**config.mk**
```make
export PLATFORM = sky130hd
export DESIGN_NAME = cdli_ctrl
export DESIGN_NICKNAME = d
export VERILOG_FILES = /design/src/sv/cdli_pkg.sv /design/src/sv/cdli_ctrl.sv
export SDC_FILE = /design/constraint.sdc
export NUM_CORES = 1
export LEC_CHECK = 0
export BUFFER_PORTS_ARGS = -buffer_cell sky130_fd_sc_hd__buf_2
export CAP_MARGIN = 10
export CORE_AREA = 2 2 39 41
export DETAILED_ROUTE_END_ITERATION = 10
export DIE_AREA = 0 0 41 43
export GPL_TIMING_DRIVEN = 0
export PLACE_DENSITY = 0.79
export SKIP_CTS_REPAIR_TIMING = 1
export SLEW_MARGIN = 20
export SYNTH_ARGS = -nofsm -noshare
export SYNTH_HDL_FRONTEND = slang
export SYNTH_SLANG_ARGS = --single-unit
```
**constraint.sdc**
```tcl
create_clock -name clk_i -period 4.5 [get_ports clk_i]
set_clock_uncertainty 0.1 [all_clocks]
set_input_delay 0.45 -clock clk_i [delete_from_list [all_inputs] [get_ports clk_i]]
set_output_delay 0.45 -clock clk_i [all_outputs]
set_load 0.005 [all_outputs]
```
**src/sv/cdli_pkg.sv**
```systemverilog
`timescale 1ns / 1ps

package cdli_pkg;

  localparam int CFG_IDX_W = 1;

  localparam logic [CFG_IDX_W-1:0] CFG_ACTIVE_LENGTH = 1'b0;
  localparam logic [CFG_IDX_W-1:0] CFG_REVERSED_VIEW = 1'b1;

  typedef enum logic [1:0] {
    OP_SHIFT  = 2'd0,
    OP_READ   = 2'd1,
    OP_INTERP = 2'd2
  } opcode_e;

  typedef struct packed {
    logic latch;
    logic clr_wr;
    logic mod_step;
    logic sh_rd;
    logic sh_wr;
    logic rd_b;
    logic cap_a;
    logic mul;
    logic sum;
    logic rd_end;
    logic load_out;
  } cmd_t;

  typedef struct packed {
    logic       clear_last;
    logic       mod_last;
    logic       in_range;
    logic       out_free;
    logic [1:0] op;
  } status_t;

endpackage

```
**src/sv/cdli_ctrl.sv**
```systemverilog
`timescale 1ns / 1ps

module cdli_ctrl import cdli_pkg::*; (
  input  logic       clk_i,
  input  logic       rst_ni,
  input  logic       in_valid_i,
  input  logic [1:0] opcode_i,
  input  status_t    status_i,
  output cmd_t       cmd_o,
  output logic       in_stall_o
);

  typedef enum logic [3:0] {
    ST_CLEAR,
    ST_IDLE,
    ST_MOD,
    ST_SH_RD,
    ST_SH_WR,
    ST_RD_A,
    ST_RD_B,
    ST_RD_END,
    ST_MUL,
    ST_SUM,
    ST_DONE
  } state_e;

  state_e state_q, state_d;

  always_ff @(posedge clk_i or negedge rst_ni) begin
    if (!rst_ni) begin
      state_q <= ST_CLEAR;
    end else begin
      state_q <= state_d;
    end
  end

  always_comb begin
    state_d = state_q;
    cmd_o   = '0;
    unique case (state_q)
      ST_CLEAR: begin
        cmd_o.clr_wr = 1'b1;
        if (status_i.clear_last) begin
          state_d = ST_IDLE;
        end
      end
      ST_IDLE: begin
        if (in_valid_i) begin
          cmd_o.latch = 1'b1;
          unique case (opcode_i) inside
            OP_SHIFT: state_d = ST_SH_RD;
            OP_READ, OP_INTERP: state_d = status_i.in_range ? ST_RD_A : ST_MOD;
            default: state_d = ST_DONE;
          endcase
        end
      end
      ST_MOD: begin
        cmd_o.mod_step = 1'b1;
        if (status_i.mod_last) begin
          state_d = ST_RD_A;
        end
      end
      ST_RD_A: begin
        state_d = (status_i.op == OP_READ) ? ST_RD_END : ST_RD_B;
      end
      ST_RD_B: begin
        cmd_o.rd_b  = 1'b1;
        cmd_o.cap_a = 1'b1;
        state_d     = ST_MUL;
      end
      ST_MUL: begin
        cmd_o.mul = 1'b1;
        state_d   = ST_SUM;
      end
      ST_SUM: begin
        cmd_o.sum = 1'b1;
        state_d   = ST_DONE;
      end
      ST_RD_END: begin
        cmd_o.rd_end = 1'b1;
        state_d      = ST_DONE;
      end
      ST_SH_RD: begin
        cmd_o.sh_rd = 1'b1;
        state_d     = ST_SH_WR;
      end
      ST_SH_WR: begin
        cmd_o.sh_wr = 1'b1;
        state_d     = ST_DONE;
      end
      ST_DONE: begin
        if (status_i.out_free) begin
          cmd_o.load_out = 1'b1;
          state_d        = ST_IDLE;
        end
      end
      default: state_d = ST_CLEAR;
    endcase
  end

  assign in_stall_o = (state_q != ST_IDLE);

endmodule
```
## Word level (Yosys, flattened, before mapping)

Index checks and enable logic that the tools add are counted.

- Bits in registers: 4
- Bits in latches: 0
- RAM bits: 0
- Memory bits (read-only): 0
- Output and inout bits: 12
- Logic and storage cells: 44
- Memories kept: 0

- Add/sub/neg operators: 0
- Multipliers: 0
- Div/mod/pow operators: 0
- Magnitude comparators: 0
- Eq/ne operators: 18
- Shift-type cells: 0
- Mux-type cells: 20
- Bitwise gates (word level): 0
- Reduce and logical (&&, ||, !) cells: 5

Operator list:

| kind | number |
|---|---|
| $pmux W4 S9 | 1 |
| $eq A4 B3 Y1 const B | 4 |
| $mux W4 | 4 |
| $eq A4 B4 Y1 const B | 3 |
| $mux W1 | 12 |
| $eq A4 B2 Y1 const B | 2 |
| $ne A2 B2 Y1 const B | 4 |
| $pmux W4 S2 | 1 |
| $eq A2 B1 Y1 const B | 2 |
| $eq A4 B1 Y1 const B | 1 |
| $logic_not A4 Y1 | 1 |
| $ne A4 B1 Y1 const B | 1 |
| $reduce_and A4 Y1 | 1 |
| $mux W3 | 1 |
| $reduce_or A3 Y1 | 1 |
| $eq A2 B2 Y1 const B | 1 |
| $logic_not A2 Y1 | 1 |
| $mux W2 | 1 |
| $reduce_or A2 Y1 | 1 |

## Logic depth before layout (Yosys ltp)

Gate-level depths: netlist of run 1.

- Depth after elaboration: 5
- Mapped depth: 6

## Worst setup path before layout of run 1

OpenSTA, ideal clock, no wires.

- Kind: reg2reg
- From: reg state_q[2]
- To: reg state_q[0]
- Arrival time: 1400 ps
- Data required time: 4263 ps
- Slack: 2863 ps
- Stages on the path, launching flop included: 6
- Period minus slack after synthesis: 1637 ps
- Path through: dfrtp_1 -> buf_6 -> or2_4 -> a2111oi_4 -> a211o_2 -> o221ai_1

- Longest elaborated chain between the ends: 3
- Elaborated cells on any way between the ends: 18
- Classes of those cells: 14 x eq/ne; 1 x mux; 3 x reduce/logical

Ends and longest elaborated chain:

| what | line | text |
|---|---|---|
| start, declared | cdli_ctrl.sv:27 | `state_e state_q, state_d;` |
| start signal, assigned | cdli_ctrl.sv:33 | `state_q <= state_d;` |
| $eq A4 B3 Y1 (tied with other cells) | cdli_ctrl.sv:40 | `unique case (state_q)` |
| $reduce_or A3 Y1 (no source line) or $ne A2 B2 Y1 (tied branches) | n/a |  |
| $pmux W4 S9 or $reduce_and A4 Y1 (tied branches) | n/a |  |

Several ways; a longest one is shown, not always the timed one.
A chain may end at the register's enable or synchronous reset.

==> results.py, run 1 <==
metrics = {
    "timing": {
        "setup-tns-final_ps": 0,
        "setup_viol": 0,
        "final.min_clock_period_ps": 2060,
        "period_share_pct": 45.8,
        "hold_viol": 0,
        "slew_headroom_pct": 71.3,
        "finalMaxSlewViolations": 0,
        "timing.fmax_mhz": 485,
        "worst_pin_slew_ps": 420,
        "rsz0062_at_grt": "no",
    },
    "route": {
        "ant_nets": 0,
        "routed-via-count": 547,
        "vias_per_cell": 5.31,
        "wl_per_cell_um": 12.8,
        "wirelength_um": 1320,
        "drc_errors": 0,
        "drt_iter0_drc": 27,
        "first_pass_iters": 4,
    },
    "yosys": {
        "synth-main-ff-cell": "dfrtp_1",
        "synth.yosys.warnings": 0,
        "ys_ff_latch": 4,
        "synth_cell_types": 29,
        "syn_avg_cell_area_um2": 8.31,
        "ys_seq_area_share_pct": 19.8,
        "syn_inst": 61,
        "syn_area_um2": 507,
        "syn-num-nets": 74,
        "async_flop_share_pct": 100,
        "synth-edff-count": 0,
    },
    "clocking": {
        "cts_tree": "done",
        "clock_sinks": 4,
        "cts_buffer_depth": 2,
        "h-tree-depth": 1,
        "clk-insertion-delay-late_ps": 240,
        "cts_buffers": 3,
        "cts_root_buffer": "clkbuf_4",
        "clk_pin_slew_worst_paths_ps": 40,
    },
    "global_routing": {
        "track_usage_pct": 17.1,
        "grt-ovfl-total": 0,
        "grt_pass1_vias": 488,
        "antenna_found_initial": 0,
        "grt_pass1_wl_um": 2060,
        "grt_max_degree": 11,
    },
    "placement": {
        "io_buffers": 22,
        "gp_congestion": 0.800,
        "dp.final_hpwl_um": 965,
    },
    "floorplan": {
        "fp.dieW_um": 41,
        "dieHeight_um": 43,
        "num_rows": 14,
        "initial_core_util_pct": 36.6,
        "core_um2": 1380,
        "io_pins": 23,
        "die-area_um2": 1760,
    },
    "setup_path": {
        "crit_slowest_cell": "dfrtp_1",
        "path_buf_inv": 3,
        "crit_top_cell": "buf_2",
        "critPathTopFamily": "flip-flops",
        "crit_chain": "buf_2 > nand2_1 > nor2_1 > buf_4 > buf_2",
        "critPathMaxStageDelay_ps": 490,
        "critPathKind": "register to output pin",
        "critPathCaptureType": "output pin",
        "required_ps": 3950,
        "cp_max_fo": 10,
        "cp-start-kind": "register",
        "worstPathArrival_ps": 1510,
    },
    "job": {
        "max_cap_viol_count": 0,
    },
    "final_layout": {
        "largestRegisters": "state_q: 4 flops",
        "fin_nets": 102,
        "n_antenna_cell": 0,
        "final_cell_mix": "23 x buf_2, 7 x nor2_1, 6 x inv_1, 6 x nor3_1, 5 x nand2_1",
        "fin_util_pct": 48.4,
        "largest_reg_flops": 4,
        "final_common_cell": "buf_2",
        "regMostFlops": "state_q",
        "area_growth_pct": 32.1,
        "final_layout_size_suffix_gt1_share_pct": 41.4,
    },
    "min_path": {
        "hold_class": "input pin to register",
    },
    "outcome": {
        "status": "completed",
    },
    "pwr": {
        "power_per_cell_area_nw_per_um2": 563,
        "leakage_nw": 0.340,
        "peakVddDrop_mv": 0.200,
    },
}
==> cells in the mapped netlist, types with 2 or more instances <==
| master | number | area share [%] |
|---|---|---|
| buf_6 | 2 | 4.4 |
| o32a_1 | 2 | 4.0 |
| nand2b_1 | 2 | 2.5 |
| ha_1 | 2 | 4.9 |
| nor3_1 | 6 | 5.9 |
| nand2_1 | 5 | 3.7 |
| buf_4 | 2 | 3.0 |
| dfrtp_1 | 4 | 20 |
| a21oi_1 | 4 | 4.0 |
| nor2b_1 | 2 | 2.5 |
| inv_1 | 6 | 4.4 |
| nor2_1 | 7 | 5.2 |
==> final cells by class <==
class | instances | area, um^2
fill | 133 | 714
multi-input combinational | 46 | 342
timing repair buffer | 23 | 120
sequential | 4 | 100
buffer | 5 | 42.5
clock buffer | 3 | 22.5
inverter | 6 | 22.5
tap | 16 | 20.0
==> metal layers <==
layer	vias to the layer above	part of all wire (%)	global-route usage, %
li1	276	-	-
met4	0	1.1	8.00
met3	3	6.4	1.57
met2	23	53	29.1
met5	-	0	0
met1	245	39	20.0
==> per-stage QoR <==
stage          setup slack [ps]  cell area, um^2  instances  total power [mW]  hold slack (ps)
2_1_floorplan              2860              507         61             0.259             54.4
3_5_place_dp               2640              637         99             0.327              157
3_3_place_gp               2680              637         99             0.319              154
6_report                   2440              669        103             0.377              357
5_1_grt                    2320              669        103             0.409              369
4_1_cts                    2430              659        102             0.376            -96.2
==> worst register-to-register path: stages (launching register included) <==
cell and delay, ps:
dfrtp_1 360, buf_6 140, or2_4 280, a2111oi_4 430, a211o_2 190, o221ai_1 110
==> power breakdown <==
part / switching (mW) / internal, mW / total (mW)
clock: 0.0182 / 0.0301 / 0.0483
combinational: 0.141 / 0.123 / 0.264
sequential: 0.0141 / 0.0507 / 0.0648
total: 0.173 / 0.204 / 0.377
==> worst paths after layout <==
check | from | to | slack [ps] | cells past startpoint
min in group asynchronous | rst_ni | state_q[2]$_DFFE_PN0P_ | 490 | 2
worst min register to register | state_q[3]$_DFFE_PN0P_ | state_q[2]$_DFFE_PN0P_ | 490 | 2
worst max register to register | state_q[2]$_DFFE_PN0P_ | state_q[0]$_DFFE_PN0P_ | 2750 | 5
worst max-delay path | state_q[1]$_DFFE_PN0P_ | cmd_o[5] | 2440 | 5
worst min-delay path | status_i[2] | state_q[3]$_DFFE_PN0P_ | 360 | 2
max in group asynchronous | rst_ni | state_q[0]$_DFFE_PN0P_ | 3690 | 2
==> logic make-up (layout without fill, tap and decap cells) <==
group	after synthesis	in the layout	share of synthesized area, %
adders and majority gates	2	2	4.94
buffers and inverters	11	37	12.8
and+or+nand+nor	28	28	31.6
DFF	4	4	19.8
AOI/OAI and AO/OA	16	16	30.9
Power figures use the tool's default switching activity.
==> inputs of run 2 (changes only) <==
--- a/config.mk
+++ b/config.mk
@@ -11,7 +11,7 @@
 export DETAILED_ROUTE_END_ITERATION = 10
 export DIE_AREA = 0 0 41 43
 export GPL_TIMING_DRIVEN = 0
-export PLACE_DENSITY = 0.79
+export PLACE_DENSITY = 0.82
 export SKIP_CTS_REPAIR_TIMING = 1
 export SLEW_MARGIN = 20
 export SYNTH_ARGS = -nofsm -noshare
==> constraint.sdc (replaced) <==
create_clock -name clk_i -period 1.6 [get_ports clk_i]
set_clock_uncertainty 0.1 [all_clocks]
set_input_delay 0.16 -clock clk_i [delete_from_list [all_inputs] [get_ports clk_i]]
set_output_delay 0.16 -clock clk_i [all_outputs]
set_load 0.005 [all_outputs]
==> run 2 against run 1 <==
Against the previous run:
- worst hold slack got worse by 280 ps
- critical path depth fell by 1
- setup slack got worse by 2500 ps
- sequential share of layout area fell by 1.3 points
- count of clock-buffer cells in the layout did not move
- via count rose by 6.2%
- sequential power rose to 2.8 times the previous value
- register-to-register slack got worse by 2800 ps
- the flow now finishes with violations (setup timing)
- utilization rose by 5.3 points
- wire length rose by 1.4%
- highest routed layer is now met3
- combinational power rose to 3.4 times the previous value
==> results.py, run 2 (synthesis gave the netlist of run 1 again) <==
metrics = {
    "timing": {
        "worst_pin_slew_ps": 411,
        "timing.fmax_mhz": 596,
        "finalMaxSlewViolations": 0,
        "final.min_clock_period_ps": 1680,
        "setup-tns-final_ps": -183,
        "hold_viol": 0,
        "setup_ws_ps": -77.9,
        "slew_headroom_pct": 72.6,
        "rsz0062_at_grt": "yes",
        "fin_hold_ws_ps": 80.0,
        "setup_viol": 4,
        "period_share_pct": 105,
    },
    "global_routing": {
        "grtUsageMet3_pct": 2.09,
        "grt_max_degree": 11,
        "top_usage_layer": "met2",
        "grt_pass1_vias": 496,
        "track_usage_pct": 15.8,
        "grt_pass1_wl_um": 1980,
        "grtUsageMet2_pct": 28.4,
        "grt-ovfl-total": 0,
        "grt_use_met1_pct": 17.8,
        "antenna_found_initial": 0,
    },
    "pwr": {
        "leakage_nw": 0.366,
        "p_total_mw": 1.21,
        "peakVddDrop_mv": 0.645,
        "power_per_cell_area_nw_per_um2": 1620,
    },
    "setup_path": {
        "critPathCaptureType": "register",
        "worstPathArrival_ps": 1690,
        "cp-start-kind": "register",
        "r2r_slack_ps": -80,
        "r2r-end": "state_q[0]$_DFFE_PN0P_",
        "cp_max_fo": 7,
        "required_ps": 1610,
        "crit_slowest_cell": "or4b_4",
        "critPathKind": "register to register",
        "reg2regPathDepth": 4,
        "crit_chain": "or4b_4 > a21oi_4 > a2111o_1 > o221ai_2",
        "path_buf_inv": 0,
        "rr_startpoint": "state_q[1]$_DFFE_PN0P_",
        "critPathMaxStageDelay_ps": 560,
        "critPathTopFamily": "simple AND/OR/NAND/NOR gates",
    },
    "placement": {
        "gp_congestion": 0.824,
        "dp_cells": 99,
        "placed_cell_area_um2": 637,
        "io_buffers": 22,
        "dp.final_hpwl_um": 973,
        "dp_worst_setup_slack_ps": -152,
    },
    "route": {
        "drc_errors": 0,
        "first_pass_iters": 4,
        "wirelength_um": 1340,
        "wl_per_cell_um": 12.6,
        "routed-via-count": 581,
        "drt_iter0_drc": 5,
        "vias_per_cell": 5.48,
        "ant_nets": 0,
    },
    "final_layout": {
        "largestRegisters": "state_q: 4 flops",
        "largest_reg_flops": 4,
        "multiInputGateArea_um2": 389,
        "fin_cells": 106,
        "final_cell_mix": "22 x buf_2, 6 x buf_4, 6 x nor2_1",
        "fin_nets": 105,
        "area_growth_pct": 46.7,
        "n_antenna_cell": 0,
        "regMostFlops": "state_q",
        "fillers": 126,
        "fin_area_um2": 743,
        "regArea_um2": 101,
        "fin_util_pct": 53.7,
        "final_common_cell": "buf_2",
        "final_layout_size_suffix_gt1_share_pct": 52.2,
    },
    "job": {
        "max_cap_viol_count": 0,
    },
    "clocking": {
        "cts_tree": "done",
        "cts_buffers": 3,
        "clock_sinks": 4,
        "cts_root_buffer": "clkbuf_4",
        "cts_buffer_depth": 2,
        "h-tree-depth": 1,
        "clk-insertion-delay-late_ps": 230,
        "clk_pin_slew_worst_paths_ps": 40,
    },
    "floorplan": {
        "initial_core_util_pct": 36.6,
        "die-area_um2": 1760,
        "dieHeight_um": 43,
        "core_um2": 1380,
        "num_rows": 14,
        "io_pins": 23,
        "fp.dieW_um": 41,
    },
    "outcome": {
        "status": "complete, but fails checks",
        "violations": "setup timing",
    },
    "min_path": {
        "min-delay-start": "status_i[2]",
        "hold_class": "input pin to register",
        "hold_path_depth": 2,
        "min_to": "state_q[3]$_DFFE_PN0P_",
    },
}
[run 2: cell type report]
type                            instances  share of cell area (%)
Multi-Input combinational cell         46                    52.4
Timing Repair Buffer                   26                    19.2
Sequential cell                         4                    13.6
Buffer                                  5                    6.06
Clock buffer                            3                    3.03
Inverter                                6                    3.03
Tap cell                               16                    2.69
[run 2: worst reg2reg max path: stages, from the launching register on]
cell and delay [ps]:
dfrtp_2 440, or4b_4 560, a21oi_4 200, a2111o_1 160, o221ai_2 90
[run 2: per-layer routing]
metal | vias to the layer above | part of all wire, %
met5 | - | 0
met4 | 0 | 0
met3 | 0 | 5.6
met2 | 22 | 52
met1 | 279 | 42
li1 | 280 | -
[run 2: worst max path at each step]
stage	start	end	slack, ps	cells after the start
final	state_q[1]$_DFFE_PN0P_	state_q[0]$_DFFE_PN0P_	-80	4
after CTS	state_q[1]$_DFFE_PN0P_	cmd_o[5]	-150	5
after global routing	state_q[0]$_DFFE_PN0P_	state_q[0]$_DFFE_PN0P_	-190	5
after detailed placement	state_q[1]$_DFFE_PN0P_	state_q[0]$_DFFE_PN0P_	-150	4
after global placement	state_q[1]$_DFFE_PN0P_	state_q[0]$_DFFE_PN0P_	-110	4
after floorplan	state_q[1]$_DFFE_PN0P_	state_q[0]$_DFFE_PN0P_	-20	4
[run 2: report_power, final]
group / internal [mW] / leakage, nW / switching, mW
sequential: 0.145 / 0.0501 / 0.0358
combinational: 0.425 / 0.302 / 0.476
clock: 0.0840 / 0.0138 / 0.0419
total: 0.653 / 0.366 / 0.554
==> inputs of run 3 (changes only) <==
--- a/config.mk
+++ b/config.mk
@@ -5,13 +5,15 @@
 export SDC_FILE = /design/constraint.sdc
 export NUM_CORES = 1
 export LEC_CHECK = 0
+export ABC_AREA = 1
 export BUFFER_PORTS_ARGS = -buffer_cell sky130_fd_sc_hd__buf_2
 export CAP_MARGIN = 10
 export CORE_AREA = 2 2 39 41
+export CTS_CLUSTER_DIAMETER = 100
 export DETAILED_ROUTE_END_ITERATION = 10
 export DIE_AREA = 0 0 41 43
 export GPL_TIMING_DRIVEN = 0
-export PLACE_DENSITY = 0.82
+export PLACE_DENSITY = 0.78
 export SKIP_CTS_REPAIR_TIMING = 1
 export SLEW_MARGIN = 20
 export SYNTH_ARGS = -nofsm -noshare
==> run 3 against run 2 <==
Against the previous run:
- the flow now finishes without violations
- sequential power rose by 13%
- cell area fell by 16%
- combinational power fell by 37%
- cell count up 20%
- maximum frequency up 12%
- critical path depth did not move
- non-clock buffer count shrank 7
- synthesized area is 9.4% lower
- worst hold slack better by 76 ps
- die area did not move
- critical path type is now register to output pin
- largest cell class unchanged
- largest power group unchanged
==> results.py, run 3 <==
metrics = {
    "pwr": {
        "power_per_cell_area_nw_per_um2": 1420,
        "p_total_mw": 0.892,
        "leakage_nw": 0.441,
        "peakVddDrop_mv": 0.636,
    },
    "floorplan": {
        "io_pins": 23,
        "core_um2": 1380,
        "die-area_um2": 1760,
        "dieHeight_um": 43,
        "initial_core_util_pct": 33.2,
        "num_rows": 14,
        "fp.dieW_um": 41,
    },
    "placement": {
        "dp.final_hpwl_um": 900,
        "io_buffers": 22,
        "gp_congestion": 0.848,
        "dp_cells": 123,
    },
    "yosys": {
        "ys_seq_area_share_pct": 21.8,
        "netlist_top_cells_area": "dfrtp_1 22%, nand2_1 21%, inv_1 15%, nor2_1 13%, ha_1 5.4%",
        "syn_area_um2": 459,
        "yosysTopAreaCell": "dfrtp_1",
        "synthTopCellsByCount": "26 x nand2_1, 18 x inv_1, 16 x nor2_1",
        "syn_inst": 85,
        "synth-main-ff-cell": "dfrtp_1",
        "ys_ff_latch": 4,
        "synth-edff-count": 0,
        "syn_avg_cell_area_um2": 5.40,
        "synth_cell_types": 16,
        "async_flop_share_pct": 100,
        "syn-num-nets": 98,
        "synth_top_area_share_pct": 21.8,
        "synth.yosys.warnings": 0,
        "synth.most_common_cell": "nand2_1",
    },
    "setup_path": {
        "critPathCaptureType": "output pin",
        "cp-start-kind": "register",
        "reg2regPathDepth": 8,
        "worstPathArrival_ps": 1230,
        "critPathKind": "register to output pin",
        "cp_max_fo": 5,
        "required_ps": 1340,
    },
    "timing": {
        "finalMaxSlewViolations": 0,
        "hold_viol": 0,
        "final.min_clock_period_ps": 1490,
        "timing.fmax_mhz": 670,
        "setup_viol": 0,
        "worst_pin_slew_ps": 210,
        "rsz0062_at_grt": "no",
        "period_share_pct": 93.3,
        "slew_headroom_pct": 85.8,
        "setup-tns-final_ps": 0,
    },
    "final_layout": {
        "fin_util_pct": 45.3,
        "final_cell_mix": "26 x nand2_1, 22 x buf_2, 18 x inv_1",
        "regMostFlops": "state_q",
        "final_layout_size_suffix_gt1_share_pct": 32.4,
        "regArea_um2": 103,
        "fin_cells": 127,
        "fillers": 154,
        "n_antenna_cell": 0,
        "largest_reg_flops": 4,
        "largestRegisters": "state_q: 4 flops",
        "area_growth_pct": 36.5,
        "final_common_cell": "nand2_1",
        "multiInputGateArea_um2": 279,
        "fin_nets": 126,
    },
    "clocking": {
        "clk_pin_slew_worst_paths_ps": 30,
        "cts_root_buffer": "clkbuf_4",
        "clk-insertion-delay-late_ps": 230,
        "cts_buffer_depth": 2,
        "cts_tree": "done",
        "h-tree-depth": 1,
        "cts_buffers": 3,
        "clock_sinks": 4,
    },
    "global_routing": {
        "grt_use_met1_pct": 17.4,
        "grtUsageMet3_pct": 2.09,
        "grt-ovfl-total": 0,
        "grtUsageMet2_pct": 21.3,
        "grt_pass1_wl_um": 1710,
        "top_usage_layer": "met2",
        "track_usage_pct": 14.0,
        "grt_max_degree": 6,
        "grt_pass1_vias": 476,
        "antenna_found_initial": 0,
    },
    "route": {
        "wirelength_um": 1030,
        "routed-via-count": 555,
        "wl_per_cell_um": 8.13,
        "drt_iter0_drc": 9,
        "vias_per_cell": 4.37,
        "first_pass_iters": 4,
        "ant_nets": 0,
        "drc_errors": 0,
    },
    "min_path": {
        "hold_path_depth": 4,
        "hold_class": "input pin to register",
    },
    "job": {
        "max_cap_viol_count": 0,
    },
    "outcome": {
        "status": "completed",
    },
}
==> run 3: cell types whose count changed after synthesis, sizes merged, moves of 4 or more <==
cell	previous run	this run
buf	5	1
nor2	7	20
nand2	5	27
nand3	0	4
inv	6	20
nor3	6	0
==> run 3: path summary, 6_finish.rpt <==
kind | from | endpoint | slack (ps)
max | state_q[0]$_DFFE_PN0P_ | cmd_o[0] | 110
min in group asynchronous | rst_ni | state_q[3]$_DFFE_PN0P_ | 170
min reg2reg | state_q[1]$_DFFE_PN0P_ | state_q[1]$_DFFE_PN0P_ | 500
max in group asynchronous | rst_ni | state_q[2]$_DFFE_PN0P_ | 1100
min | status_i[2] | state_q[3]$_DFFE_PN0P_ | 160
max reg2reg | state_q[3]$_DFFE_PN0P_ | state_q[3]$_DFFE_PN0P_ | 330
==> run 3: power breakdown <==
group | leakage [nW] | switching, mW | internal (mW)
Combinational | 0.378 | 0.353 | 0.216
Sequential | 0.0485 | 0.0562 | 0.148
Clock | 0.0138 | 0.0356 | 0.0835
Total | 0.441 | 0.444 | 0.448
==> run 3: per-layer routing <==
metal	vias up	wire [um]
met2	22	481
li1	302	-
met3	0	64
met5	-	0
met4	0	0
met1	231	486
==> run 3: per-stage QoR <==
stage	hold slack, ps	worst slack [ps]	instance area (um^2)
2_1_floorplan	-236	411	459
3_3_place_gp	-133	291	589
3_5_place_dp	-132	292	589
4_1_cts	-380	63.9	612
5_1_grt	164	30.9	627
6_report	156	108	627
==> run 3: area by class of cell <==
cell class	instances	share of cell area (%)
multi-input combinational	60	44.5
timing repair buffer	23	19.2
sequential	4	16.4
inverter	20	12.0
clock buffer	3	3.59
tap	16	3.19
buffer	1	1.20
==> run 3: kinds of logic (layout without fill, tap and decap cells) <==
family	count (synthesis)	after routing	synth area share, %
simple gates	53	53	48.5
flops	4	4	21.8
compound gates	5	5	6.27
fa+ha+maj	2	2	5.45
buf+inv	21	47	18.0
==> run 3: worst max-delay path: stages, from the launching register on <==
cell and delay, ps:
dfrtp_1 420, nor2_2 190, inv_1 80, nor4_1 160
buf_2 160
